### config.mk
export PLATFORM = sky130hd
export DESIGN_NAME = csi_escape_and_overwrite_filter_top
export DESIGN_NICKNAME = d
export VERILOG_FILES = /design/src/csieof_pkg.sv /design/src/csi_escape_and_overwrite_filter_top.sv /design/src/csieof_line_mem.sv /design/src/csieof_parse.sv /design/src/csieof_out_buf.sv
export VERILOG_INCLUDE_DIRS = /design/src /design/src/src
export SDC_FILE = /design/constraint.sdc
export NUM_CORES = 1
export LEC_CHECK = 0
export BUFFER_PORTS_ARGS = -buffer_cell sky130_fd_sc_hd__buf_2
export CAP_MARGIN = 30
export CORE_ASPECT_RATIO = 0.5
export CORE_MARGIN = 2
export CORE_UTILIZATION = 40
export DETAILED_ROUTE_END_ITERATION = 8
export SLEW_MARGIN = 20
export SYNTH_ARGS = -nofsm -noshare
export SYNTH_HDL_FRONTEND = slang
export SYNTH_SLANG_ARGS = --single-unit
### constraint.sdc
create_clock -name clk -period 5.3 [get_ports clk]
set_clock_uncertainty 0.15 [all_clocks]
set_input_delay 0.53 -clock clk [delete_from_list [all_inputs] [get_ports clk]]
set_output_delay 0.53 -clock clk [all_outputs]
set_load 0.05 [all_outputs]
### src/assert_macros.svh
// ---------------------------------------------------------------------------
// assertion macros
// shared property wrappers, clocked on clk with reset arst_n
// ---------------------------------------------------------------------------
`ifndef ASSERT_MACROS_SVH
`define ASSERT_MACROS_SVH

// same-cycle implication
`define ASSERT_SAME(label, ante, cons, msg) \
	label: assert property (@(posedge clk) disable iff (!arst_n) (ante) |-> (cons)) \
		else $error(msg);

// next-cycle implication
`define ASSERT_NEXT(label, ante, cons, msg) \
	label: assert property (@(posedge clk) disable iff (!arst_n) (ante) |=> (cons)) \
		else $error(msg);

`endif

### src/csieof_pkg.sv
// ---------------------------------------------------------------------------
// csieof_pkg
// shared types and code-unit constants of the escape and overwrite filter
// ---------------------------------------------------------------------------
package csieof_pkg;

	localparam logic [15:0] U_ESC      = 16'h001B;
	localparam logic [15:0] U_LBRACKET = 16'h005B;
	localparam logic [15:0] U_FINAL_LO = 16'h0040;
	localparam logic [15:0] U_FINAL_HI = 16'h007E;
	localparam logic [15:0] U_CR       = 16'h000D;
	localparam logic [15:0] U_LF       = 16'h000A;

	typedef enum logic [1:0] {
		MODE_NORMAL,
		MODE_ESC,
		MODE_CSI
	} mode_t;

	// what follows the stored units of a flush
	typedef enum logic [1:0] {
		TAIL_NONE,
		TAIL_LF,
		TAIL_MARK
	} tail_t;

	// emission plan of one accepted word
	typedef struct packed {
		logic  flush;
		tail_t tail;
		logic  ovf;
		logic  eot;
	} plan_t;

	// one result word
	typedef struct packed {
		logic [15:0] unit;
		logic        has;
		logic        last;
		logic        done;
		logic        ovf;
	} res_t;

endpackage

### src/csi_escape_and_overwrite_filter_top.sv
// ---------------------------------------------------------------------------
// csi_escape_and_overwrite_filter_top
// strips escape sequences and overwritten lines from a 16-bit text stream
// ---------------------------------------------------------------------------
// usage
//   slave side takes one code unit per word (s_tdata), s_tlast marks end of text
//   master side gives one kept unit per word; m_tlast closes the words caused
//   by one input word, m_tuser carries has_unit, text_done, line_overflowed
//   kept units wait in a line store memory of LINE_CAPACITY entries and leave
//   when an lf arrives (lf follows them) or when the text ends
// timing
//   a word that yields nothing keeps the block idle; the next one is taken right after
//   a word that yields n results starts a flush; with a ready receiver the
//   flush reads one entry per cycle, and no input is taken until the last issue
//   first result word passes the flush state, the read stage and the output queue before it is valid
// stall
//   a two-word output queue with credit counting throttles the memory reads,
//   so a stalled receiver simply pauses the flush; nothing is lost
// reset
//   arst_n clears parse mode, pending cr, line length and overflow flag; the
//   line memory itself is not cleared (only written entries are ever read)
// ---------------------------------------------------------------------------
`include "assert_macros.svh"

module csi_escape_and_overwrite_filter_top #(
	parameter int LINE_CAPACITY = 63
) (
	input  logic        clk,
	input  logic        arst_n,
	// input stream
	input  logic        s_tvalid,
	output logic        s_tready,
	input  logic [15:0] s_tdata,   // [15:0] code_unit
	input  logic        s_tlast,   // end_of_text
	// output stream
	output logic        m_tvalid,
	input  logic        m_tready,
	output logic [15:0] m_tdata,   // [15:0] out_unit
	output logic        m_tlast,   // last_of_run
	output logic [2:0]  m_tuser    // [0] has_unit, [1] text_done, [2] line_overflowed
);

	localparam int LEN_W  = $clog2(LINE_CAPACITY + 1);
	localparam int ADDR_W = (LINE_CAPACITY > 1) ? $clog2(LINE_CAPACITY) : 1;

	typedef enum logic {
		ST_IDLE,
		ST_FLUSH
	} state_t;

	state_t             state_q;

	// line state
	csieof_pkg::mode_t  mode_q;
	logic               crp_q;
	logic [LEN_W-1:0]   len_q;
	logic               ovf_q;

	// flush plan captured at accept
	logic [LEN_W-1:0]   idx_q;
	logic [LEN_W-1:0]   flen_q;
	csieof_pkg::tail_t  tail_q;
	logic               fovf_q;
	logic               feot_q;

	// read stage
	logic               v_s1;
	logic               from_mem_s1;
	csieof_pkg::res_t   res_s1;

	// parse outputs
	csieof_pkg::mode_t  mode_n;
	logic               crp_n;
	logic [LEN_W-1:0]   len_n;
	logic               ovf_n;
	logic               wr_en;
	logic [ADDR_W-1:0]  wr_addr;
	csieof_pkg::plan_t  plan;
	logic [LEN_W-1:0]   plan_len;

	logic               in_fire;
	logic               pop;
	logic [1:0]         buf_cnt;
	logic [2:0]         occ;
	logic               issue_ok;
	logic               issue;
	logic               is_mem;
	logic               mem_re;
	logic               issue_last;
	logic [15:0]        mem_rdata;
	csieof_pkg::res_t   push_data;
	csieof_pkg::res_t   out_res;

	assign s_tready = (state_q == ST_IDLE);
	assign in_fire  = s_tvalid && s_tready;
	assign pop      = m_tvalid && m_tready;

	csieof_parse #(
		.CAP    (LINE_CAPACITY),
		.LEN_W  (LEN_W),
		.ADDR_W (ADDR_W)
	) u_parse (
		.code_unit (s_tdata),
		.eot       (s_tlast),
		.mode_q    (mode_q),
		.crp_q     (crp_q),
		.len_q     (len_q),
		.ovf_q     (ovf_q),
		.mode_n    (mode_n),
		.crp_n     (crp_n),
		.len_n     (len_n),
		.ovf_n     (ovf_n),
		.wr_en     (wr_en),
		.wr_addr   (wr_addr),
		.plan      (plan),
		.plan_len  (plan_len)
	);

	// credit: queue words plus the read in flight, minus the word leaving now
	assign occ      = 3'({1'b0, buf_cnt} + {2'b00, v_s1} - {2'b00, pop});
	assign issue_ok = (occ < 3'd2);
	assign issue    = (state_q == ST_FLUSH) && issue_ok;
	assign is_mem   = (idx_q < flen_q);
	assign mem_re   = issue && is_mem;
	// last word of the run: final stored unit with no tail, or the tail itself
	assign issue_last = is_mem ?
		((idx_q == LEN_W'(flen_q - 1'b1)) && (tail_q == csieof_pkg::TAIL_NONE)) : 1'b1;

	csieof_line_mem #(
		.DEPTH  (LINE_CAPACITY),
		.ADDR_W (ADDR_W)
	) u_mem (
		.clk   (clk),
		.we    (in_fire && wr_en),
		.waddr (wr_addr),
		.wdata (s_tdata),
		.re    (mem_re),
		.raddr (idx_q[ADDR_W-1:0]),
		.rdata (mem_rdata)
	);

	always_ff @(posedge clk or negedge arst_n) begin
		if (!arst_n) begin
			state_q     <= ST_IDLE;
			mode_q      <= csieof_pkg::MODE_NORMAL;
			crp_q       <= 1'b0;
			len_q       <= '0;
			ovf_q       <= 1'b0;
			idx_q       <= '0;
			flen_q      <= '0;
			tail_q      <= csieof_pkg::TAIL_NONE;
			fovf_q      <= 1'b0;
			feot_q      <= 1'b0;
			v_s1        <= 1'b0;
			from_mem_s1 <= 1'b0;
			res_s1      <= '0;
		end else begin
			v_s1 <= issue;
			unique case (state_q)
				ST_IDLE: begin
					if (in_fire) begin
						mode_q <= mode_n;
						crp_q  <= crp_n;
						len_q  <= len_n;
						ovf_q  <= ovf_n;
						if (plan.flush) begin
							state_q <= ST_FLUSH;
							idx_q   <= '0;
							flen_q  <= plan_len;
							tail_q  <= plan.tail;
							fovf_q  <= plan.ovf;
							feot_q  <= plan.eot;
						end
					end
				end
				ST_FLUSH: begin
					if (issue) begin
						from_mem_s1 <= is_mem;
						res_s1.unit <= (tail_q == csieof_pkg::TAIL_LF) ?
							csieof_pkg::U_LF : 16'h0000;
						res_s1.has  <= is_mem || (tail_q == csieof_pkg::TAIL_LF);
						res_s1.last <= issue_last;
						res_s1.done <= issue_last && feot_q;
						res_s1.ovf  <= fovf_q;
						if (is_mem) begin
							idx_q <= LEN_W'(idx_q + 1'b1);
						end
						if (issue_last) begin
							state_q <= ST_IDLE;
						end
					end
				end
				default: begin
					state_q <= ST_IDLE;
				end
			endcase
		end
	end

	// memory data joins its word in the cycle after the read
	always_comb begin
		push_data = res_s1;
		if (from_mem_s1) begin
			push_data.unit = mem_rdata;
		end
	end

	csieof_out_buf u_out (
		.clk       (clk),
		.arst_n    (arst_n),
		.push      (v_s1),
		.push_data (push_data),
		.ready     (m_tready),
		.valid     (m_tvalid),
		.data      (out_res),
		.count     (buf_cnt)
	);

	assign m_tdata = out_res.unit;
	assign m_tlast = out_res.last;
	assign m_tuser = {out_res.ovf, out_res.done, out_res.has};

	// queue plus in-flight read never exceeds the queue depth
	`ASSERT_SAME(a_credit, 1'b1, ({1'b0, buf_cnt} + {2'b00, v_s1}) <= 3'd2, "output queue overrun")
	// a memory read always addresses a unit of the line being flushed
	`ASSERT_SAME(a_rd_in_line, mem_re, (state_q == ST_FLUSH) && (idx_q < flen_q), "read past line")
	// end of text leaves the line state at its reset values
	`ASSERT_NEXT(a_eot_clear, in_fire && s_tlast,
		(mode_q == csieof_pkg::MODE_NORMAL) && !crp_q && (len_q == '0) && !ovf_q,
		"state not cleared at end of text")
	// the final word of a run ends the flush
	`ASSERT_NEXT(a_last_ends, issue && issue_last, state_q == ST_IDLE, "flush did not end")

endmodule

### src/csieof_line_mem.sv
// ---------------------------------------------------------------------------
// csieof_line_mem
// line store: one write port, one read port, registered read data
// ---------------------------------------------------------------------------
module csieof_line_mem #(
	parameter int DEPTH  = 63,
	parameter int ADDR_W = 6
) (
	input  logic              clk,
	input  logic              we,
	input  logic [ADDR_W-1:0] waddr,
	input  logic [15:0]       wdata,
	input  logic              re,
	input  logic [ADDR_W-1:0] raddr,
	output logic [15:0]       rdata
);

	logic [15:0] mem [DEPTH];
	logic [15:0] rdata_q;

	always_ff @(posedge clk) begin
		if (we) begin
			mem[waddr] <= wdata;
		end
		if (re) begin
			rdata_q <= mem[raddr];
		end
	end

	assign rdata = rdata_q;

endmodule

### src/csieof_parse.sv
// ---------------------------------------------------------------------------
// csieof_parse
// next-state and emission plan for one accepted code unit
// ---------------------------------------------------------------------------
module csieof_parse #(
	parameter int CAP    = 63,
	parameter int LEN_W  = 6,
	parameter int ADDR_W = 6
) (
	input  logic [15:0]        code_unit,
	input  logic               eot,
	input  csieof_pkg::mode_t  mode_q,
	input  logic               crp_q,
	input  logic [LEN_W-1:0]   len_q,
	input  logic               ovf_q,
	output csieof_pkg::mode_t  mode_n,
	output logic               crp_n,
	output logic [LEN_W-1:0]   len_n,
	output logic               ovf_n,
	output logic               wr_en,
	output logic [ADDR_W-1:0]  wr_addr,
	output csieof_pkg::plan_t  plan,
	output logic [LEN_W-1:0]   plan_len
);

	logic [LEN_W-1:0] len_a;
	logic             ovf_a;
	logic             lf_seen;

	always_comb begin
		mode_n   = mode_q;
		crp_n    = crp_q;
		len_a    = len_q;
		ovf_a    = ovf_q;
		wr_en    = 1'b0;
		wr_addr  = len_q[ADDR_W-1:0];
		plan     = '0;
		plan_len = '0;
		lf_seen  = 1'b0;

		unique case (mode_q)
			csieof_pkg::MODE_ESC: begin
				mode_n = (code_unit == csieof_pkg::U_LBRACKET) ?
					csieof_pkg::MODE_CSI : csieof_pkg::MODE_NORMAL;
			end
			csieof_pkg::MODE_CSI: begin
				if (code_unit >= csieof_pkg::U_FINAL_LO &&
						code_unit <= csieof_pkg::U_FINAL_HI) begin
					mode_n = csieof_pkg::MODE_NORMAL;
				end
			end
			default: begin
				// bare cr erases the line unless lf follows
				if (crp_q) begin
					crp_n = 1'b0;
					if (code_unit != csieof_pkg::U_LF) begin
						len_a = '0;
						ovf_a = 1'b0;
					end
				end
				priority if (code_unit == csieof_pkg::U_ESC) begin
					mode_n = csieof_pkg::MODE_ESC;
				end else if (code_unit == csieof_pkg::U_CR) begin
					crp_n = 1'b1;
				end else if (code_unit == csieof_pkg::U_LF) begin
					plan.flush = 1'b1;
					plan.tail  = csieof_pkg::TAIL_LF;
					plan.ovf   = ovf_a;
					plan_len   = len_a;
					len_a      = '0;
					ovf_a      = 1'b0;
					lf_seen    = 1'b1;
				end else if (len_a < LEN_W'(CAP)) begin
					wr_en   = 1'b1;
					wr_addr = len_a[ADDR_W-1:0];
					len_a   = LEN_W'(len_a + 1'b1);
				end else begin
					ovf_a = 1'b1;
				end
			end
		endcase

		if (eot) begin
			if (!lf_seen) begin
				if (crp_n) begin
					len_a = '0;
					ovf_a = 1'b0;
				end
				plan.flush = 1'b1;
				plan.ovf   = ovf_a;
				plan_len   = len_a;
				plan.tail  = (len_a == '0) ? csieof_pkg::TAIL_MARK : csieof_pkg::TAIL_NONE;
			end
			plan.eot = 1'b1;
			mode_n   = csieof_pkg::MODE_NORMAL;
			crp_n    = 1'b0;
			len_a    = '0;
			ovf_a    = 1'b0;
		end

		len_n = len_a;
		ovf_n = ovf_a;
	end

endmodule

### src/csieof_out_buf.sv
// ---------------------------------------------------------------------------
// csieof_out_buf
// two-word output queue between the flush pipeline and the master port
// ---------------------------------------------------------------------------
module csieof_out_buf (
	input  logic               clk,
	input  logic               arst_n,
	input  logic               push,
	input  csieof_pkg::res_t   push_data,
	input  logic               ready,
	output logic               valid,
	output csieof_pkg::res_t   data,
	output logic [1:0]         count
);

	csieof_pkg::res_t entry_q [2];
	logic             wr_ptr_q;
	logic             rd_ptr_q;
	logic [1:0]       cnt_q;
	logic             pop;

	assign valid = (cnt_q != 2'd0);
	assign data  = entry_q[rd_ptr_q];
	assign count = cnt_q;
	assign pop   = valid && ready;

	always_ff @(posedge clk or negedge arst_n) begin
		if (!arst_n) begin
			wr_ptr_q <= 1'b0;
			rd_ptr_q <= 1'b0;
			cnt_q    <= 2'd0;
		end else begin
			if (push) begin
				wr_ptr_q <= ~wr_ptr_q;
			end
			if (pop) begin
				rd_ptr_q <= ~rd_ptr_q;
			end
			cnt_q <= 2'(cnt_q + {1'b0, push} - {1'b0, pop});
		end
	end

	// payload storage, no reset needed
	always_ff @(posedge clk) begin
		if (push) begin
			entry_q[wr_ptr_q] <= push_data;
		end
	end

endmodule
==> results.json, run 1 <==
{
  "postLayoutCellArea_mm2": 0.04904,
  "peakVddDrop_mv": 0.3882,
  "synth_top_area_share_pct": 74.18,
  "first_pass_iters": 5,
  "cp.arrival_ps": 4370,
  "clk_pin_slew_worst_paths_ps": 60,
  "ant_nets": 0,
  "pin_count": 43,
  "crit_type": "input port to flip-flop",
  "fin_crit_ps": 4221,
  "final_core_util_pct": 45.74,
  "ys_top_cells_by_area": "edfxtp_1, mux4_2, dfrtp_1",
  "required_ps": 5450,
  "maxCapViolCount": 0,
  "antenna_found_initial": 10,
  "drv_slew": 0,
  "vias": 20660,
  "wire_per_inst_um": 28.79,
  "synth_cell_types": 57,
  "ys_seq_elements": 1102,
  "fin_crit_sh_pct": 79.64,
  "cp-end-kind": "flip-flop",
  "die_area_mm2": 0.1105,
  "setup_viol": 0,
  "core_area_mm2": 0.1072,
  "grt_pass1_wl_um": 149000,
  "cts_resized": 0,
  "slew_headroom_pct": 33.54,
  "r2r_start": "crp_q$_DFFE_PN0P_",
  "crit_slowest_cell": "nor2_2",
  "path_buf_inv": 1,
  "worstSetupStartpoint": "s_tdata[15]",
  "clkSinkCount": 1102,
  "route.detailed.drc": 0,
  "power.density_mw_per_mm2": 496.3,
  "numCtsBuffers": 100,
  "vias_per_cell": 5.705,
  "yosysWarnings": 0,
  "grt_usage_pct": 18.88,
  "status": "complete, no violations",
  "dp_hpwl_um": 65780,
  "synth_nets": 1982,
  "crit_path_start_kind": "input port",
  "cp_max_fo": 16,
  "p_leak_uw": 0.01525,
  "cts_max_level": 3,
  "clockRootBuffer": "clkbuf_16",
  "clock.fmax_mhz": 236.9,
  "clk_latency_ps": 680,
  "drt_wl_total_um": 104300,
  "die_h_um": 236.0,
  "die_x_um": 468.1,
  "post_dp_cell_area_mm2": 0.04555,
  "path_delay_family": "simple AND/OR/NAND/NOR gates",
  "clock_path_buffers": 3,
  "ys_seq_area_share_pct": 76.39,
  "grt_max_degree": 70,
  "cp_cell_sequence": "buf_2, or4_1, nand4bb_1, nand2_1, and2_1, ha_1, and4_1, nor4_1, nand2_1, nor2_2",
  "grt_overflow": 0,
  "crit_path_frequent_cell": "nand2_1",
  "layout-area-overhead-vs-synth_pct": 13.86,
  "fin_ws_ps": 1079,
  "synth-edff-count": 1064,
  "gp_congestion": 0.8961,
  "fill_cells": 8819,
  "synth_ff_type": "edfxtp_1",
  "grt_pass1_vias": 20330,
  "hp-class": "input port to asynchronous set/reset pin",
  "final_hold_viol_count": 0,
  "async_flop_share_pct": 3.448,
  "io_buffers": 42,
  "drt-initial-drc-count": 2544,
  "yosysTopAreaCell": "edfxtp_1",
  "avgSynthCellArea_um2": 22.12,
  "start_util_pct": 40.18,
  "synth_area_mm2": 0.04307,
  "num_rows": 85,
  "drive_gt1_share_pct": 31.61,
  "max_stage_delay_ps": 890,
  "worst_slew_pin_slew_ps": 996.9,
  "dpl_worst_slack_ps": 333.4,
  "rsz0062_at_grt": "no",
  "cts_tree": "built",
  "synthCells": 1947,
  "nets": 2134
}
cells by family after synthesis:
| family | count (synthesis) | synth area share [%] |
|---|---|---|
| DFF | 1102 | 76.39 |
| muxes | 358 | 17.56 |
| and+or+nand+nor | 235 | 2.571 |
| buffers and inverters | 119 | 1.269 |
| AOI/OAI and AO/OA | 108 | 1.563 |
| adders and majority gates | 14 | 0.4241 |
| xor gates and xnor gates | 11 | 0.2237 |
cell usage in the layout, fill, tap and decap left out, drive strengths merged, types with 7 or more instances in the layout:
cell type	n
a21oi	15
and2	18
buf	145
bufinv	7
clkbuf	121
clkinv	52
dfrtp	38
edfxtp	1064
ha	13
inv	26
mux2	20
mux2i	22
mux4	316
nand2	57
nand2b	8
nand3	15
nor2	85
nor2b	9
nor3	11
o21ai	47
xnor2	7
synth_stat cells (all sizes together), types with 18 or more instances:
cell type and instances:
mux2i 22, nand2 57, o21ai 47, clkbuf 56, and2 18, mux2 20
buf 41, mux4 316, edfxtp 1064, dfrtp 38, nor2 85, inv 21
stage by stage:
stage	total power (µW)	cells	hold slack [ps]	setup TNS, ps
global placement	17420	3394	307.9	-255380
CTS	24510	3595	88.24	0
finish	24340	3622	121.8	0
floorplan	14800	1947	84.41	0
global route	25150	3618	129.2	0
detailed placement	17470	3407	299.0	0
sequential cells by signal, summed over array words and instances (netlist names):
name and cells:
u_mem.mem 1008, ovf_q 1, feot_q 1, u_out.rd_ptr_q 1
u_out.count 2, u_mem.rdata 16, v_s1 1, u_out.wr_ptr_q 1
crp_q 1, res_s1 1, flen_q 6, len_q 6
state_q 1, u_out.entry_q 40, tail_q 2, push_data 4
from_mem_s1 1, mode_q 2, fovf_q 1, idx_q 6
layout make-up:
class	count	area [µm²]	area share [%]
flip-flops and latches	1102	32920	67.12
multi-input cells	726	9796	19.97
clock buffers	121	2643	5.389
well taps	1435	1795	3.661
repair buffers	147	1257	2.564
clock inverters	65	539.3	1.100
inverters	22	82.58	0.1684
diodes	4	10.01	0.02041
final timing paths:
| check | end | slack, ps | cells after the start |
|---|---|---|---|
| max in group asynchronous | idx_q[2]$_DFFE_PN0P_ | 4380 | 3 |
| worst max-delay path | u_mem.mem[37][12]$_DFFE_PP_ | 1080 | 10 |
| min in group clk | feot_q$_DFFE_PN0P_ | 180 | 3 |
| worst min register to register | u_out.entry_q[0][0]$_DFFE_PP_ | 320 | 0 |
| worst max register to register | u_mem.mem[37][12]$_DFFE_PP_ | 1340 | 7 |
| worst min-delay path | u_out.wr_ptr_q$_DFFE_PN0P_ | 120 | 2 |
per-layer routing:
metal | routed length (µm) | track usage, % | share of wire, % | vias up
met2 | 45720 | 27.03 | 44 | 865
met3 | 8808 | 3.148 | 8.4 | 144
met4 | 2279 | 4.550 | 2.2 | 2
li1 | - | - | - | 8493
met5 | 13 | 0 | 0.012 | -
met1 | 47460 | 30.13 | 46 | 11160
power breakdown:
part	leakage [µW]	switching (µW)	total (µW)	internal [µW]
logic	0.00363	3840	6850	3010
registers	0.0101	464	10400	9930
clock network	0.00156	3190	7090	3910
total	0.0152	7490	24300	16800
what timing repair did:
action                    CTS  global route
hold endpoints to repair   39             0
setup buffers               0             0
hold buffers                2             0
Power figures use the tool's default switching activity.
==> inputs of run 2 (changes only) <==
--- a/config.mk
+++ b/config.mk
@@ -6,6 +6,7 @@
 export SDC_FILE = /design/constraint.sdc
 export NUM_CORES = 1
 export LEC_CHECK = 0
+export ABC_AREA = 1
 export BUFFER_PORTS_ARGS = -buffer_cell sky130_fd_sc_hd__buf_2
 export CAP_MARGIN = 30
 export CORE_ASPECT_RATIO = 0.5
==> constraint.sdc (replaced) <==
create_clock -name clk -period 3.45 [get_ports clk]
set_clock_uncertainty 0.15 [all_clocks]
set_input_delay 0.345 -clock clk [delete_from_list [all_inputs] [get_ports clk]]
set_output_delay 0.345 -clock clk [all_outputs]
set_load 0.05 [all_outputs]
==> results.json, run 2 <==
{
  "dr_wl_met3_um": 12380,
  "rsz0062_at_grt": "no",
  "slew_headroom_pct": 32.53,
  "clkSinkCount": 1102,
  "vias_per_cell": 5.694,
  "largest_register_ff_count": 1008,
  "max_stage_delay_ps": 540,
  "p_leak_uw": 0.01690,
  "peakVddDrop_mv": 0.5778,
  "synth_most_common_cell": "edfxtp_1",
  "route.detailed.drc": 0,
  "final_hold_viol_count": 0,
  "maxCapViolCount": 0,
  "ys_top_cells_by_area": "edfxtp_1, o21ai_0, nor2_1",
  "async_flop_share_pct": 3.448,
  "cp_max_fo": 16,
  "clock.fmax_mhz": 309.7,
  "grt_max_degree": 111,
  "avgSynthCellArea_um2": 12.94,
  "die_h_um": 238.1,
  "yosys-top-cells-count": "edfxtp_1, nor2_1, o21ai_0, nand2_1, clkbuf_1",
  "io_buffers": 42,
  "crit_path_frequent_cell": "buf_4",
  "postLayoutCellArea_mm2": 0.05073,
  "postCtsSetupRepairBufs": 0,
  "synth_top_family_by_area": "compound AO/OA/AOI/OAI gates",
  "start_util_pct": 40.54,
  "core_area_mm2": 0.1082,
  "path_buf_inv": 5,
  "ys_seq_area_share_pct": 75.04,
  "worst_slew_pin_slew_ps": 1012,
  "cts_tree": "built",
  "synth_ff_type": "edfxtp_1",
  "synth_fa_ha_area_share_pct": 0.4166,
  "ant_nets": 0,
  "die_area_mm2": 0.1124,
  "setup_viol": 0,
  "synth_area_mm2": 0.04384,
  "cp-end-kind": "flip-flop",
  "required_ps": 3710,
  "n_antenna_cell": 0,
  "power.density_mw_per_mm2": 749.6,
  "die_x_um": 472.2,
  "final_common_cell": "edfxtp_1",
  "drive_gt1_share_pct": 12.42,
  "grt_overflow": 0,
  "top_layer_used": "met5",
  "routedLengthMet1_um": 56230,
  "hp-class": "input port to flip-flop",
  "post_dp_cell_area_mm2": 0.04747,
  "path_delay_family": "buffers and inverters",
  "clk_latency_ps": 700,
  "synth_top_area_share_pct": 72.87,
  "num_rows": 85,
  "cp_cell_sequence": "inv_1, nor2_1, ha_1, nand2_2, nand2_2, nor4_4, buf_4, nand3_1, buf_4, buf_4, nor2_1, buf_12",
  "synthSimpleGateAreaFrac_pct": 9.822,
  "nets": 3583,
  "drv_slew": 0,
  "drt-initial-drc-count": 3843,
  "crit_type": "flip-flop to flip-flop",
  "gp_congestion": 0.9386,
  "clockRootBuffer": "clkbuf_16",
  "layout_common_cells": "edfxtp_1, nor2_1, o21ai_0",
  "synth-edff-count": 1064,
  "synth-compound-area-share_pct": 11.73,
  "pin_count": 43,
  "numCtsBuffers": 101,
  "wire_per_inst_um": 25.53,
  "layout-area-overhead-vs-synth_pct": 15.70,
  "grt_usage_pct": 22.81,
  "wl_met2_um": 56930,
  "crit_path_start_kind": "flip-flop",
  "vias": 28840,
  "fin_crit_ps": 3229,
  "top_register": "u_mem.mem",
  "grt_pass1_vias": 26930,
  "synthXorXnorAreaFrac_pct": 0.1998,
  "fin_crit_sh_pct": 93.59,
  "first_pass_iters": 6,
  "synthCells": 3387,
  "muxShareOfSynthArea_pct": 0,
  "drt_wl_total_um": 129300,
  "ys_seq_elements": 1102,
  "grt_pass1_wl_um": 187000,
  "cts_max_level": 3,
  "cp.arrival_ps": 3480,
  "status": "complete, no violations",
  "crit_slowest_cell": "dfrtp_1",
  "yosysWarnings": 0,
  "clock_path_buffers": 3,
  "dp_hpwl_um": 80510,
  "antenna_found_initial": 4,
  "synth_nets": 3422,
  "clk_pin_slew_worst_paths_ps": 70,
  "synth_cell_types": 47,
  "final_core_util_pct": 46.90,
  "yosysTopAreaCell": "edfxtp_1"
}
## run 2: final timing paths
path / cells past startpoint / to / slack, ps / start
worst max-delay path: 12 / u_mem.mem[21][8]$_DFFE_PP_ / 220 / len_q[1]$_DFFE_PN0P_
worst max register to register: 12 / u_mem.mem[21][8]$_DFFE_PP_ / 220 / len_q[1]$_DFFE_PN0P_
worst min-delay path: 2 / u_mem.mem[52][2]$_DFFE_PP_ / 80 / s_tdata[2]
worst min register to register: 0 / u_out.entry_q[0][2]$_DFFE_PP_ / 340 / push_data[2]$_DFFE_PN0P_
min in group asynchronous: 3 / u_out.rd_ptr_q$_DFFE_PN0P_ / 440 / arst_n
max in group asynchronous: 4 / idx_q[0]$_DFFE_PN0P_ / 2230 / arst_n
## run 2: area by class of cell
cell class	instances	area, µm²
clock inverter	62	442.9
inverter	93	364.1
tap	1435	1795
timing repair buffer	282	2720
multi-input combinational	1968	9776
clock buffer	124	2719
sequential	1102	32910
fill	9397	57430
## run 2: stage by stage
step	total power [µW]	instances	setup slack [ps]	hold slack [ps]	setup TNS (ps)
global placement	27110	4873	-401.1	304.7	-133540
global route	39600	5066	12.96	71.96	0
finish	38030	5066	221.0	79.81	0
floorplan	22110	3387	125.4	-100.6	0
detailed placement	27220	4874	-411.5	322.3	-146150
CTS	38000	5064	18.42	42.38	0
## run 2: report_power, final
group	internal (µW)	switching (µW)	total, µW
registers	15300	286	15600
clock network	5970	4910	10900
logic	3100	8460	11600
## run 2: per-layer routing
layer | up-vias | track usage (%)
li1 | 12910 | -
met1 | 14420 | 33.04
met2 | 1330 | 34.23
met3 | 185 | 5.298
met4 | 2 | 6.944
met5 | - | 0
## run 2: cells by family (layout without fill, tap and decap cells)
logic type | count (synthesis) | after routing
flops | 1102 | 1102
simple gates | 1067 | 1067
compound gates | 877 | 877
buf+inv | 317 | 561
fa+ha+maj | 14 | 14
xor+xnor | 10 | 10
## run 2: repair_timing
item,4_1_cts,5_1_grt
resized for setup,5,1
hold buffers,4,1
hold endpoints to repair,50,10
endpoints found under the setup margin,62,16
## run 2: worst register-to-register path: stages (launching register included)
cell and delay (ps):
dfrtp_1 540, inv_1 400, nor2_1 130, ha_1 230, nand2_2 90, nand2_2 70
nor4_4 140, buf_4 240, nand3_1 110, buf_4 180, buf_4 210, nor2_1 250
buf_12 200
